File: src/rtl/core/first_order_lowpass_bilinear_core_defines.svh
`ifndef FIRST_ORDER_LOWPASS_BILINEAR_CORE_DEFINES_SVH
`define FIRST_ORDER_LOWPASS_BILINEAR_CORE_DEFINES_SVH

// Concurrent check, switched off while reset is high.
`define FLBC_ASSERT(label, clk, rst, prop, msg) \
   label: assert property (@(posedge clk) disable iff (rst) prop) else $error(msg);

// Concurrent check that is evaluated at every edge, reset included.
`define FLBC_ASSERT_ALWAYS(label, clk, prop, msg) \
   label: assert property (@(posedge clk) prop) else $error(msg);

`endif

File: src/rtl/core/flbc_pkg.sv
`timescale 1ns / 1ps

package flbc_pkg;

   // Field widths.
   localparam int SAMPLE_WIDTH    = 16;
   localparam int COEF_FRAC_BITS  = 30;
   localparam int PERIOD_WIDTH    = 32;
   localparam int CUTOFF_WIDTH    = 20;
   localparam int CSR_INDEX_WIDTH = 2;
   localparam int CSR_DATA_WIDTH  = 32;

   // Datapath widths.
   localparam int PW_WIDTH      = PERIOD_WIDTH + CUTOFF_WIDTH;
   localparam int DEN_WIDTH     = PW_WIDTH + 1;
   localparam int QUO_WIDTH     = COEF_FRAC_BITS + 1;
   localparam int AQ_WIDTH      = COEF_FRAC_BITS + 1;
   localparam int COEF_WIDTH    = COEF_FRAC_BITS + 2;
   localparam int XSUM_WIDTH    = SAMPLE_WIDTH + 1;
   localparam int PROD_WIDTH    = COEF_WIDTH + XSUM_WIDTH;
   localparam int ACC_WIDTH     = PROD_WIDTH + 1;
   localparam int YFULL_WIDTH   = ACC_WIDTH - COEF_FRAC_BITS;
   localparam int DIV_CNT_WIDTH = $clog2(QUO_WIDTH + 1);

   // Queue between front and back.
   localparam int QUEUE_DEPTH = 2;
   localparam int QPTR_WIDTH  = $clog2(QUEUE_DEPTH);
   localparam int QCNT_WIDTH  = $clog2(QUEUE_DEPTH + 1);

   // Register reset values.
   localparam logic [PERIOD_WIDTH-1:0] SAMPLE_PERIOD_RESET = PERIOD_WIDTH'(429497);
   localparam logic [CUTOFF_WIDTH-1:0] FIXED_CUTOFF_RESET  = CUTOFF_WIDTH'(6283);

   // The constant 2 in Q.32 seconds, added to period*cutoff to form the divisor.
   localparam logic [DEN_WIDTH-1:0] DEN_BIAS = DEN_WIDTH'(1) << (PERIOD_WIDTH + 1);
   localparam logic [COEF_WIDTH-1:0] COEF_ONE = COEF_WIDTH'(1) << COEF_FRAC_BITS;
   localparam logic [AQ_WIDTH-1:0] AQ_ONE = AQ_WIDTH'(1) << COEF_FRAC_BITS;
   localparam logic signed [ACC_WIDTH-1:0] ROUND_BIAS =
      ACC_WIDTH'(1) << (COEF_FRAC_BITS - 1);

   localparam logic signed [YFULL_WIDTH-1:0] YFULL_MAX =
      YFULL_WIDTH'((64'sd1 <<< (SAMPLE_WIDTH - 1)) - 64'sd1);
   localparam logic signed [YFULL_WIDTH-1:0] YFULL_MIN =
      YFULL_WIDTH'(-(64'sd1 <<< (SAMPLE_WIDTH - 1)));
   localparam logic [SAMPLE_WIDTH-1:0] SAMPLE_MAX = {1'b0, {(SAMPLE_WIDTH-1){1'b1}}};
   localparam logic [SAMPLE_WIDTH-1:0] SAMPLE_MIN = {1'b1, {(SAMPLE_WIDTH-1){1'b0}}};

   typedef enum logic [CSR_INDEX_WIDTH-1:0] {
      CSR_SAMPLE_PERIOD   = 2'd0,
      CSR_FIXED_CUTOFF    = 2'd1,
      CSR_USE_ITEM_CUTOFF = 2'd2
   } csr_index_type;

   typedef enum logic [2:0] {
      ST_IDLE,
      ST_MUL_PW,
      ST_DIV_START,
      ST_DIV_WAIT,
      ST_COEF,
      ST_MUL,
      ST_SUM,
      ST_SAT
   } back_state_type;

   // One queued item: the sample and the cutoff already chosen by the front.
   typedef struct packed {
      logic signed [SAMPLE_WIDTH-1:0] sample;
      logic [CUTOFF_WIDTH-1:0]        cutoff;
   } item_type;

   typedef struct packed {
      logic                start;
      logic [PW_WIDTH-1:0] pw;
   } div_req_type;

   typedef struct packed {
      logic                done;
      logic [AQ_WIDTH-1:0] aq;
   } div_rsp_type;

endpackage

File: src/rtl/core/flbc_div.sv
`timescale 1ns / 1ps

module flbc_div (
   input  logic                  clock,
   input  logic                  reset,
   input  flbc_pkg::div_req_type div_req,
   output flbc_pkg::div_rsp_type div_rsp
);

   logic                               busy_ff, busy_in;
   logic                               done_ff, done_in;
   logic [flbc_pkg::DIV_CNT_WIDTH-1:0] cnt_ff, cnt_in;
   logic [flbc_pkg::DEN_WIDTH-1:0]     den_ff, den_in;
   logic [flbc_pkg::DEN_WIDTH-1:0]     rem_ff, rem_in;
   logic [flbc_pkg::QUO_WIDTH-1:0]     quo_ff, quo_in;
   logic [flbc_pkg::DEN_WIDTH:0]       rem_shift;
   logic [flbc_pkg::DEN_WIDTH:0]       rem_diff;

   // Restoring division of pw by 2 + pw, one quotient bit per cycle.
   always_comb begin
      busy_in   = busy_ff;
      done_in   = 1'b0;
      cnt_in    = cnt_ff;
      den_in    = den_ff;
      rem_in    = rem_ff;
      quo_in    = quo_ff;
      rem_shift = {rem_ff, 1'b0};
      rem_diff  = rem_shift - {1'b0, den_ff};
      if (div_req.start) begin
         busy_in = 1'b1;
         cnt_in  = '0;
         den_in  = flbc_pkg::DEN_BIAS + flbc_pkg::DEN_WIDTH'(div_req.pw);
         rem_in  = flbc_pkg::DEN_WIDTH'(div_req.pw);
         quo_in  = '0;
      end else if (busy_ff) begin
         if (rem_shift >= {1'b0, den_ff}) begin
            rem_in = rem_diff[flbc_pkg::DEN_WIDTH-1:0];
            quo_in = {quo_ff[flbc_pkg::QUO_WIDTH-2:0], 1'b1};
         end else begin
            rem_in = rem_shift[flbc_pkg::DEN_WIDTH-1:0];
            quo_in = {quo_ff[flbc_pkg::QUO_WIDTH-2:0], 1'b0};
         end
         cnt_in = cnt_ff + 1'b1;
         if (cnt_ff == flbc_pkg::DIV_CNT_WIDTH'(flbc_pkg::QUO_WIDTH - 1)) begin
            busy_in = 1'b0;
            done_in = 1'b1;
         end
      end
   end

   always_ff @(posedge clock) begin
      if (reset) begin
         busy_ff <= 1'b0;
         done_ff <= 1'b0;
         cnt_ff  <= '0;
      end else begin
         busy_ff <= busy_in;
         done_ff <= done_in;
         cnt_ff  <= cnt_in;
      end
   end

   always_ff @(posedge clock) begin
      den_ff <= den_in;
      rem_ff <= rem_in;
      quo_ff <= quo_in;
   end

   // The extra quotient bit rounds half up.
   always_comb begin
      div_rsp.done = done_ff;
      div_rsp.aq   = flbc_pkg::AQ_WIDTH'(({1'b0, quo_ff} + 1'b1) >> 1);
   end

endmodule

File: config.mk
export PLATFORM = sky130hd
export DESIGN_NAME = flbc_div
export DESIGN_NICKNAME = d
export VERILOG_FILES = /design/src/rtl/core/first_order_lowpass_bilinear_core_defines.svh /design/src/rtl/core/flbc_pkg.sv /design/src/rtl/core/flbc_div.sv
export SDC_FILE = /design/constraint.sdc
export NUM_CORES = 1
export LEC_CHECK = 0
export ABC_AREA = 1
export BUFFER_PORTS_ARGS = -buffer_cell sky130_fd_sc_hd__buf_4
export CORE_MARGIN = 5
export CORE_UTILIZATION = 52
export CTS_CLUSTER_SIZE = 12
export DETAILED_ROUTE_END_ITERATION = 7
export PLACE_DENSITY_LB_ADDON = 0.12
export SYNTH_ARGS = -nofsm -noshare
export SYNTH_HDL_FRONTEND = slang
export SYNTH_SLANG_ARGS = --single-unit
File: constraint.sdc
create_clock -name clock -period 4.3 [get_ports clock]
set_input_delay 1.075 -clock clock [delete_from_list [all_inputs] [get_ports clock]]
set_output_delay 1.075 -clock clock [all_outputs]
set_load 0.05 [all_outputs]
After elaboration in Yosys (flattened, before gate mapping)
Index checks and enable logic that the tools add are counted.
- flip-flop bits (word level): 144
- bits of input ports: 55
- output and inout port bits: 32
- $add $sub $neg: 4
- $lt $le $gt $ge: 1
- equality and inequality tests: 1
- multiplexer cells: 8
- bitwise logic cells: 1
- reduce and logical (&&, ||, !) cells: 3
- operators by type and width (cell ; count):
    52-bit two-way mux ; 2
    54-bit by 53-bit greater-or-equal comparator with 1-bit output ; 1
    34-bit by 52-bit adder with 53-bit output (first input constant) ; 1
    53-bit two-way mux ; 1
    53-bit subtractor ; 1
    31-bit by 1-bit adder with 32-bit output (second input constant) ; 1
    5-bit by 1-bit adder with 5-bit output (second input constant) ; 1
    5-bit equality test (second input constant) ; 1
    1-bit two-way mux ; 5
    3-bit OR reduction ; 1
    2-bit nonzero test ; 1
    2-bit OR reduction ; 1
    1-bit inverter ; 1

Logic depth before layout (Yosys ltp)
Gate-level depths: netlist of run 1.
- depth in word-level cells: 4
- mapped depth: 17

Least setup slack after synthesis of run 1
OpenSTA, ideal clock, no wires.
- kind: in2reg
- from: in div_req[52] in the netlist's numbering
- to: reg rem_ff[0] in the netlist's numbering, enable pin
- library setup time: 0.437 ns
- arrival: 3.169 ns
- path slack: 0.694 ns
- cell stages on the path: 4
- cells stage by stage: clkbuf_1 > nor2_1 > inv_1 > clkbuf_1
- cells in the longest elaborated chain, start to end: 1
- RTL lines (what ; line ; RTL):
    from (decl) ; flbc_div.sv:6 ; input flbc_pkg::div_req_type div_req,
    2-bit nonzero test (no line) ; -- ;
    to (signal assigned) ; flbc_div.sv:65 ; rem_ff <= rem_in;
    to (decl) ; flbc_div.sv:14 ; logic [flbc_pkg::DEN_WIDTH-1:0] rem_ff, rem_in;
Every way passes these cells.
A chain may end at the register's enable or synchronous reset.

==> summary.md, run 1 <==
| Metric | Value |
|---|---|
| Register area share after synthesis | `0.3287` |
| Fraction of layout cells with a size suffix above 1 | `0.07637` |
| GRT overflow | `0` |
| Routed vias | `11,332` |
| Clock Tree Root | `clkbuf_16` |
| Initial antenna violation count | `0` |
| Max Used Layer | `met4` |
| FF+latch count, synth | `~140` |
| Max Slew Vio Count | `0` |
| Critical path startpoint | `quo_ff[0]` |
| Num CTS Buffers | `17` |
| Max VDD drop | `0.2045 mV` |
| Hpwl dp | `about 26,000 µm` |
| Final #Nets | `2,051` |
| Most common cell in the netlist | `nand2_1` |
| Post-Route WL | `roughly 33,000 µm` |
| Setup TNS | `0 ns` |
| Number of synthesized flops with an enable pin | `~110` |
| Reported max-cap violation count | `0` |
| Place WS | `around 1.1 ns` |
| Post-CTS resize count | `0` |
| Largest area contributor in the netlist | `edfxtp_1` |
| YS warnings | `0` |
| Met2 Routed Length | `14,530 µm` |
| Slew headroom | `0.3286` |
| Period utilisation layout | `0.8492` |
| Vias in the first global route | `approximately 11,000` |
| Post-Place Cell Area | `about 13,000 µm²` |
| Hold WC Path Type | `reg -> reg` |
| Leakage | `between 7 and 8 nW` |
| Synth Flop Type | `edfxtp_1` |
| Ys async rst share | `0` |
| Antenna viol nets, final | `0` |
| Placer congestion estimate | `slightly below 1` |
| Result of the run | `completed` |
| Core area | `22,640 µm²` |
| Final Hold Viols | `0` |
| Num Clock Sinks | `about 140` |
| Post-DR vias/cell | `5.068` |
| Setup bufs post-CTS | `0` |
| Row count | `55` |
| # diodes | `0` |
| Cell Area, Synth | `about 12,000 µm²` |
| Dominant cells by area after synthesis | `edfxtp_1, nand2_1, inv_1, dfxtp_1, nand3_1` |
| WP data required | `3.22 ns` |
| Netlist cell types | `39` |
| Pwr per Cell Area | `457.4 nW/µm²` |
| FF-to-FF path depth | `13` |
| Area share of the largest cell type after synthesis | `0.2635` |
| Setup slack, reg-to-reg | `between 1 and 1.5 ns` |
| WHS | `approximately 0.45 ns` |
| Mean Syn Cell Area | `6.413 µm²` |
| Clock-pin slew on the worst setup and hold paths | `roughly 0.080 ns` |
| Final worst setup slack | `roughly 0.65 ns` |
| Min Tclk post-route | `3.651 ns` |
| Clk buf depth | `2` |
| Clock latency on the worst-skew pair | `about 0.44 ns` |
| Gate Count Post-Synth | `1,866` |
| Iteration-0 DRC count of the detailed router | `994` |
| Met3 wire length | `~1500 µm` |
| Crit Reg-Reg Startpoint | `rem_ff[41]` |
| M1 WL | `between 15,000 and 20,000 µm` |
| Crit Path Class | `reg -> out` |
| RSZ-0062 raised after global routing | `no` |
| Hold Startpoint | `cnt_ff[4]` |
| # DRC | `0` |
| Total GRT Usage | `0.2537` |
| Commonest cells post-synth | `nand2_1, inv_1, nand3_1, nor2_1, edfxtp_1` |
| Design area | `13,470 µm²` |
| Endpoints failing setup | `0` |
| Final core occ | `0.5949` |
| I/O pin total | `87` |
| Critical path launch point type | `register` |
| Worst clock skew | `about 0.014 ns` |
| Area Growth Syn to Fin | `12.56%` |
| TritonCTS clock tree | `done` |
| DIE WIDTH | `161.7 µm` |
| Worst Path Arrival | `2.58 ns` |
| Max Freq | `273.9 MHz` |
| WHS Path Cells | `1` |
| Hold_buf cts | `0` |
| IO Port Bufs | `between 80 and 90` |
| Die area | `26,150 µm²` |
| Actual slew at the worst max-slew pin | `just over 1 ns` |
| Initial core utilization | `0.5285` |
| Routed WL per cell | `14.66 µm` |
| H-tree depth | `4` |
| Crit path max fanout | `4` |
| Initial DRT Pass Iterations | `5` |
| Largest net degree at the start of global routing | `60` |
| Synthesized net count | `between 1,500 and 2,000` |
| CP Capture Type | `output port` |
| Die height | `roughly 160 µm` |
| Global-route wire length before repair | `53,750 µm` |
[cells in the final DEF, fill, tap and decap left out, types with 2 or more instances in the layout]
cell / synthesis / layout
xnor2_1: 24 / 24
buf_4: 1 / 92
nand2_1: 651 / 651
nor3_1: 23 / 23
nand3_1: 143 / 143
inv_8: 0 / 3
inv_2: 4 / 5
ha_1: 57 / 57
nand4_1: 71 / 71
nor3_2: 6 / 6
inv_12: 0 / 4
nand2_2: 2 / 2
clkbuf_16: 0 / 17
xor2_1: 44 / 44
nor2_1: 120 / 120
clkinv_8: 0 / 5
o21ai_0: 7 / 7
nor2_2: 4 / 4
a21oi_1: 33 / 33
edfxtp_1: 105 / 105
inv_1: 439 / 438
nor4_1: 2 / 2
o22ai_1: 29 / 29
and2_1: 2 / 2
or2_2: 2 / 2
dfxtp_1: 39 / 39
inv_6: 0 / 3
o21bai_1: 4 / 4
nand3b_1: 4 / 4
[kinds of logic (layout without fill, tap and decap cells)]
logic type | count (synthesis) | in the layout | synth area share
simple gates | 1036 | 1036 | 0.3673
buf+inv | 483 | 568 | 0.1554
flops | 144 | 144 | 0.3287
compound gates | 77 | 77 | 0.03754
xor+xnor | 68 | 68 | 0.04977
fa+ha+maj | 58 | 58 | 0.06127
[through the flow]
step | instances | power [W]
final | 2236 | 0.006160
after global routing | 2236 | 0.006653
after CTS | 2236 | 0.006171
after detailed placement | 2204 | 0.004583
after global placement | 2204 | 0.004558
after floorplan | 1866 | 0.003862
[power breakdown]
group,switching (W),internal (W),leakage [nW]
Sequential,0.0000882,0.00171,1.36
Clock,0.000770,0.000810,0.305
Combinational,0.00186,0.000916,5.58
Total,0.00272,0.00344,7.25
[worst paths after layout]
path	to
setup reg to reg	rem_ff[6]
setup / recovery	div_rsp[27]
hold / removal	cnt_ff[4]
hold reg to reg	cnt_ff[4]
[metal layers]
metal,up-vias,GRT usage
li1,5908,-
met3,38,0.03426
met1,5111,0.3553
met5,-,0
met4,0,0.08343
met2,275,0.4089
[worst max-delay path, cell delays in order (launching register included)]
cell	delay, ns
dfxtp_1	0.36
ha_1	0.20
nand3_1	0.15
inv_1	0.08
nand2_1	0.10
nor2_2	0.17
nand4_1	0.15
or2_4	0.29
nor2_4	0.12
nand3_2	0.10
nor2_1	0.10
nor2_1	0.04
nor2_1	0.08
buf_4	0.20
[cell type report]
cell class	count	area, µm²
timing repair buffer	93	710.7
clock inverter	15	206.4
tap	285	356.6
multi-input combinational	1239	6173
sequential	144	3934
clock buffer	17	425.4
fill	2266	9171
inverter	443	1663
[sequential cells by signal, summed over array words and instances, names as in the netlist]
signal and flops:
quo_ff 31, busy_ff 1, den_ff 53, done_ff 1
cnt_ff 5, rem_ff 53
Note: power is estimated with default switching activity, not from simulation.
==> run 2, diff against run 1 <==
clock period = 3.5 ns   (was 4.3 ns; I/O delays follow)
==> summary.md, run 2 (synthesis gave the netlist of run 1 again) <==
| Metric | Value |
|---|---|
| Result of the run | `completed (unchanged)` |
| Max Slew Vio Count | `0 (unchanged)` |
| Critical path startpoint | `quo_ff[0] (unchanged)` |
| TritonCTS clock tree | `done (unchanged)` |
| IO Port Bufs | `86 (unchanged)` |
| Total GRT Usage | `0.2532 (was 0.2537)` |
| Iteration-0 DRC count of the detailed router | `788 (was 994)` |
| Hpwl dp | `25,600 µm (was 25,670 µm)` |
| Biggest regs | `den_ff: 53 flops, rem_ff: 53 flops, quo_ff: 31 flops (unchanged)` |
| Area Growth Syn to Fin | `12.85% (was 12.56%)` |
| DIE WIDTH | `161.7 µm (unchanged)` |
| Reported max-cap violation count | `0 (unchanged)` |
| Hold WC Path Type | `reg -> reg (unchanged)` |
| Actual slew at the worst max-slew pin | `1.006 ns (about the same)` |
| Post-DR vias/cell | `5.060 (was 5.068)` |
| Leakage | `7.272 nW (was 7.246 nW)` |
| Final Hold Viols | `0 (unchanged)` |
| # diodes | `0 (unchanged)` |
| Commonest non-fill, non-tap cell in the layout | `nand2_1 (unchanged)` |
| Max Freq | `around 300 MHz` |
| Initial DRT Pass Iterations | `5 (unchanged)` |
| Largest net degree at the start of global routing | `61 (was 60)` |
| Die height | `161.7 µm (unchanged)` |
| Final #Nets | `2,054 (was 2,051)` |
| Routed WL per cell | `14.66 µm (about the same)` |
| FF-to-FF path depth | `14 (was 13)` |
| WHS Path Cells | `1 (unchanged)` |
| Period utilisation layout | `0.9529` |
| WP data required | `2.62 ns (was 3.22 ns)` |
| Pwr per Cell Area | `558.1 nW/µm² (was 457.4 nW/µm²)` |
| Cell Count, Final, Fillers Out | `2,239 (was 2,236)` |
| Min Tclk post-route | `3.335 ns` |
| Post-Place Cell Area | `12,850 µm² (was 12,840 µm²)` |
| Most frequent cells in the layout | `nand2_1, inv_1, nand3_1 (unchanged)` |
| FF-to-FF End | `rem_ff[47] (was rem_ff[6])` |
| Fraction of layout cells with a size suffix above 1 | `0.08137 (was 0.07637)` |
| Clock latency on the worst-skew pair | `0.44 ns (about the same)` |
| Routed vias | `11,329 (was 11,332)` |
| Vias in the first global route | `10,758 (was 10,820)` |
| H-tree depth | `4 (unchanged)` |
| Initial core utilization | `0.5285 (unchanged)` |
| Num CTS Buffers | `17 (unchanged)` |
| Placed Instances | `2,206 (was 2,204)` |
| GRT overflow | `0 (unchanged)` |
| Crit path max fanout | `4 (unchanged)` |
| Design area | `13,500 µm² (was 13,470 µm²)` |
| Num Clock Sinks | `144 (unchanged)` |
| # fillers | `2,305 (was 2,266)` |
| Hold_buf cts | `0 (unchanged)` |
| Setup slack, reg-to-reg | `0.60 ns (was 1.30 ns)` |
| Clock Tree Root | `clkbuf_16 (unchanged)` |
| Setup TNS | `0 ns (unchanged)` |
| CP Capture Type | `output port (unchanged)` |
| Die area | `26,150 µm² (unchanged)` |
| Hold Startpoint | `cnt_ff[4] (unchanged)` |
| Core area | `22,640 µm² (unchanged)` |
| # DRC | `0 (unchanged)` |
| WHS Endpoint | `cnt_ff[4] (unchanged)` |
| I/O pin total | `87 (unchanged)` |
| Worst Path Arrival | `2.46 ns (was 2.58 ns)` |
| Slew headroom | `0.3292 (was 0.3286)` |
| Clock-pin slew on the worst setup and hold paths | `0.07 ns (was 0.08 ns)` |
| Crit Path Class | `reg -> out (unchanged)` |
| Initial antenna violation count | `0 (unchanged)` |
| Worst clock skew | `0.01453 ns (was 0.01372 ns)` |
| RSZ-0062 raised after global routing | `no (unchanged)` |
| Endpoints failing setup | `0 (unchanged)` |
| Placer congestion estimate | `0.9813 (was 0.9669)` |
| WHS | `0.4600 ns (was 0.4514 ns)` |
| Crit Reg-Reg Startpoint | `rem_ff[32] (was rem_ff[41])` |
| Post-Route WL | `32,830 µm (was 32,780 µm)` |
| Max VDD drop | `0.2936 mV (was 0.2045 mV)` |
| Critical path launch point type | `register (unchanged)` |
| Global-route wire length before repair | `53,820 µm (was 53,750 µm)` |
| Row count | `55 (unchanged)` |
| Antenna viol nets, final | `0 (unchanged)` |
| Clk buf depth | `2 (unchanged)` |
[run 2: power by group]
part           switching [W]  internal, W
registers           0.000106      0.00211
logic                0.00230      0.00113
clock network       0.000912     0.000979
[run 2: through the flow]
stage / util / power, W / setup slack, ns
finish: 0.5965 / 0.007537 / 0.1647
CTS: 0.5941 / 0.007551 / 0.06261
detailed placement: 0.5677 / 0.005645 / 0.5423
global route: 0.5965 / 0.008130 / 0.001965
floorplan: - / 0.004745 / 0.09438
global placement: 0.5677 / 0.005608 / 0.5758
[run 2: worst max path at each step]
stage	to	slack, ns	cells after the start
4_1_cts	div_rsp[27]	0.06	13
3_5_place_dp	div_rsp[27]	0.54	13
6_report	div_rsp[27]	0.16	13
2_1_floorplan	rem_ff[0]	0.09	4
3_3_place_gp	div_rsp[27]	0.58	13
5_1_grt	div_rsp[27]	0.002	13
[run 2: metal layers]
layer,share of wire,GRT usage,vias up,wire (µm)
met1,0.48,0.3538,5103,15890
met4,0.025,0.07805,0,826
met5,0,0,-,0
li1,-,-,5910,-
met3,0.047,0.04060,51,1558
met2,0.44,0.4068,265,14550
[run 2: worst max-delay path: stages, from the launching register on]
cell and delay [ns]:
dfxtp_2 0.35, ha_2 0.20, nand3_2 0.10, inv_1 0.09, nand2_2 0.09, nor2_4 0.14, nand4_1 0.12, or2_4 0.29
nor2_4 0.11, nand3_2 0.11, nor2_1 0.10, nor2_1 0.04, nor2_1 0.11, buf_6 0.17
[run 2: final cells by class]
type	instances	area, µm²	share of cell area
clock inverters	15	173.9	0.01288
flip-flops and latches	144	3936	0.2915
multi-input cells	1239	6212	0.4600
inverters	443	1663	0.1231
well taps	285	356.6	0.02641
repair buffers	96	737.0	0.05457
clock buffers	17	425.4	0.03150
[run 2: what timing repair did]
action / CTS / global route
gates resized for setup: 0 / 11
setup buffers: 0 / 1
setup endpoints to repair: 0 / 9
==> run 3, diff against run 2 <==
CORE_MARGIN = 1   (was 5)
==> summary.md, run 3 (synthesis gave the netlist of run 1 again) <==
| Metric | Value |
|---|---|
| # diodes | `0 (unchanged)` |
| Routed WL per cell | `14.93 µm (was 14.66 µm)` |
| Actual slew at the worst max-slew pin | `1.061 ns (was 1.006 ns)` |
| WP data required | `2.62 ns (about the same)` |
| Final Hold Viols | `0 (unchanged)` |
| Pwr per Cell Area | `563.5 nW/µm² (was 558.1 nW/µm²)` |
| Final #Nets | `2,056 (was 2,054)` |
| IO Port Bufs | `86 (unchanged)` |
| Worst path slowest cell | `dfxtp_2 (unchanged)` |
| Clock Tree Root | `clkbuf_16 (unchanged)` |
| Critical-path cell list | `ha_4 -> nand3_2 -> inv_1 -> nand2_2 -> nor2_2 -> nand4_1 -> or2_4 -> nor2_4 -> nand3_2 -> nor2_2 -> nor2_1 -> nor2_1 -> buf_6 (was ha_2 -> nand3_2 -> inv_1 -> nand2_2 -> nor2_4 -> nand4_1 -> or2_4 -> nor2_4 -> nand3_2 -> nor2_1 -> nor2_1 -> nor2_1 -> buf_6)` |
| Global-route wire length before repair | `54,620 µm (was 53,820 µm)` |
| DIE WIDTH | `153.7 µm (was 161.7 µm)` |
| Initial core utilization | `0.5302 (was 0.5285)` |
| Num Clock Sinks | `144 (unchanged)` |
| Crit Path Class | `reg -> out (unchanged)` |
| Total GRT Usage | `0.2905 (was 0.2532)` |
| Period utilisation layout | `0.9595 (was 0.9529)` |
| Largest net degree at the start of global routing | `58 (was 61)` |
| Antenna viol nets, final | `0 (unchanged)` |
| Max VDD drop | `0.3048 mV (was 0.2936 mV)` |
| Hold WC Path Type | `reg -> reg (unchanged)` |
| Clock latency on the worst-skew pair | `0.44 ns (about the same)` |
| Initial DRT Pass Iterations | `5 (unchanged)` |
| Result of the run | `completed (unchanged)` |
| # DRC | `0 (unchanged)` |
| Placer congestion estimate | `0.9942 (was 0.9813)` |
| Post-DR vias/cell | `5.042 (was 5.060)` |
| Crit path max fanout | `4 (unchanged)` |
| Row count | `55 (unchanged)` |
| Reported max-cap violation count | `0 (unchanged)` |
| H-tree depth | `4 (unchanged)` |
| Met2 Routed Length | `14,950 µm (was 14,550 µm)` |
| Post-Route WL | `33,470 µm (was 32,830 µm)` |
| I/O pin total | `87 (unchanged)` |
| Endpoints failing setup | `0 (unchanged)` |
| Hpwl dp | `25,850 µm (was 25,600 µm)` |
| Die area | `23,620 µm² (was 26,150 µm²)` |
| Worst clock skew | `0.01239 ns (was 0.01453 ns)` |
| Area Growth Syn to Fin | `13.32% (was 12.85%)` |
| Max Used Layer | `met4 (unchanged)` |
| Routed vias | `11,300 (was 11,329)` |
| Iteration-0 DRC count of the detailed router | `797 (was 788)` |
| Commonest non-fill, non-tap cell in the layout | `nand2_1 (unchanged)` |
| Vias in the first global route | `10,801 (was 10,758)` |
| Biggest regs | `den_ff: 53 flops, rem_ff: 53 flops, quo_ff: 31 flops (unchanged)` |
| Power Total | `0.007641 W (was 0.007537 W)` |
| Clock-pin slew on the worst setup and hold paths | `0.08 ns (was 0.07 ns)` |
| Max Slew Vio Count | `0 (unchanged)` |
| TritonCTS clock tree | `done (unchanged)` |
| Die height | `153.7 µm (was 161.7 µm)` |
| Most frequent cells in the layout | `nand2_1, inv_1, nand3_1 (unchanged)` |
| CP Capture Type | `output port (unchanged)` |
| WHS | `0.4741 ns (was 0.4600 ns)` |
| Leakage | `7.286 nW (was 7.272 nW)` |
| GRT overflow | `0 (unchanged)` |
| Worst Path Arrival | `2.48 ns (was 2.46 ns)` |
| Min Tclk post-route | `3.358 ns (was 3.335 ns)` |
| M1 WL | `16,440 µm (was 15,890 µm)` |
| Critical path launch point type | `register (unchanged)` |
| Clk buf depth | `2 (unchanged)` |
| Num CTS Buffers | `17 (unchanged)` |
| Fraction of layout cells with a size suffix above 1 | `0.08282 (was 0.08137)` |
| Max Freq | `297.8 MHz (was 299.8 MHz)` |
| Largest stage delay, worst path | `0.37 ns (was 0.35 ns)` |
| Initial antenna violation count | `0 (unchanged)` |
| Slew headroom | `0.2929 (was 0.3292)` |
| Core area | `22,570 µm² (was 22,640 µm²)` |
| Met3 wire length | `1304 µm (was 1558 µm)` |
## run 3: final timing paths
kind                    from          end  slack, ns  depth (start not counted)
hold / removal     cnt_ff[4]    cnt_ff[4]       0.47                          1
setup reg to reg  rem_ff[31]   rem_ff[37]       0.57                         13
hold reg to reg    cnt_ff[4]    cnt_ff[4]       0.47                          1
setup / recovery   quo_ff[0]  div_rsp[27]       0.14                         13
## run 3: worst max-delay path, delay by kind of cell, from the launching register on
family / cells / cell delay [ns]
buffers and inverters: 2 / 0.27
adder cells (fa/ha/maj): 1 / 0.16
AND/OR/NAND/NOR: 10 / 1.24
flip-flops: 1 / 0.37
## run 3: where the power goes
part	internal, W	total (W)	leakage (nW)	switching (W)
clock	0.000994	0.00194	0.305	0.000949
combinational	0.00115	0.00348	5.62	0.00233
sequential	0.00211	0.00222	1.37	0.000112
total	0.00425	0.00764	7.29	0.00340
## run 3: area by class of cell
class | instances | area (µm²)
Fill cell | 2213 | 9011
Tap cell | 285 | 356.6
Clock buffer | 17 | 425.4
Inverter | 443 | 1663
Clock inverter | 15 | 211.5
Sequential cell | 144 | 3940
Multi-Input combinational cell | 1239 | 6212
Timing Repair Buffer | 98 | 752.0
## run 3: timing repair
| action | in CTS | in global routing |
|---|---|---|
| setup buffers | 1 | 1 |
| hold buffers | 0 | 0 |
| pin swaps | 1 | 3 |
| cloned | 0 | 0 |
| endpoints found under the setup margin | 1 | 7 |
| resized for setup | 1 | 12 |
## run 3: per-layer routing
layer / global-route usage / vias to the layer above
li1: - / 5918
met4: 0.09667 / 0
met5: 0 / -
met2: 0.4699 / 258
met1: 0.4042 / 5088
met3: 0.03241 / 36
## run 3: per-stage QoR
| step | worst slack (ns) | util | instances | setup TNS, ns | instance area [µm²] |
|---|---|---|---|---|---|
| floorplan | 0.09438 | - | 1866 | 0 | 11970 |
| global route | -0.006342 | 0.6008 | 2241 | -0.006342 | 13560 |
| global placement | 0.5768 | 0.5697 | 2207 | 0 | 12860 |
| detailed placement | 0.4863 | 0.5697 | 2207 | 0 | 12860 |
| CTS | 0.01740 | 0.5984 | 2240 | 0 | 13510 |
| finish | 0.1417 | 0.6008 | 2241 | 0 | 13560 |
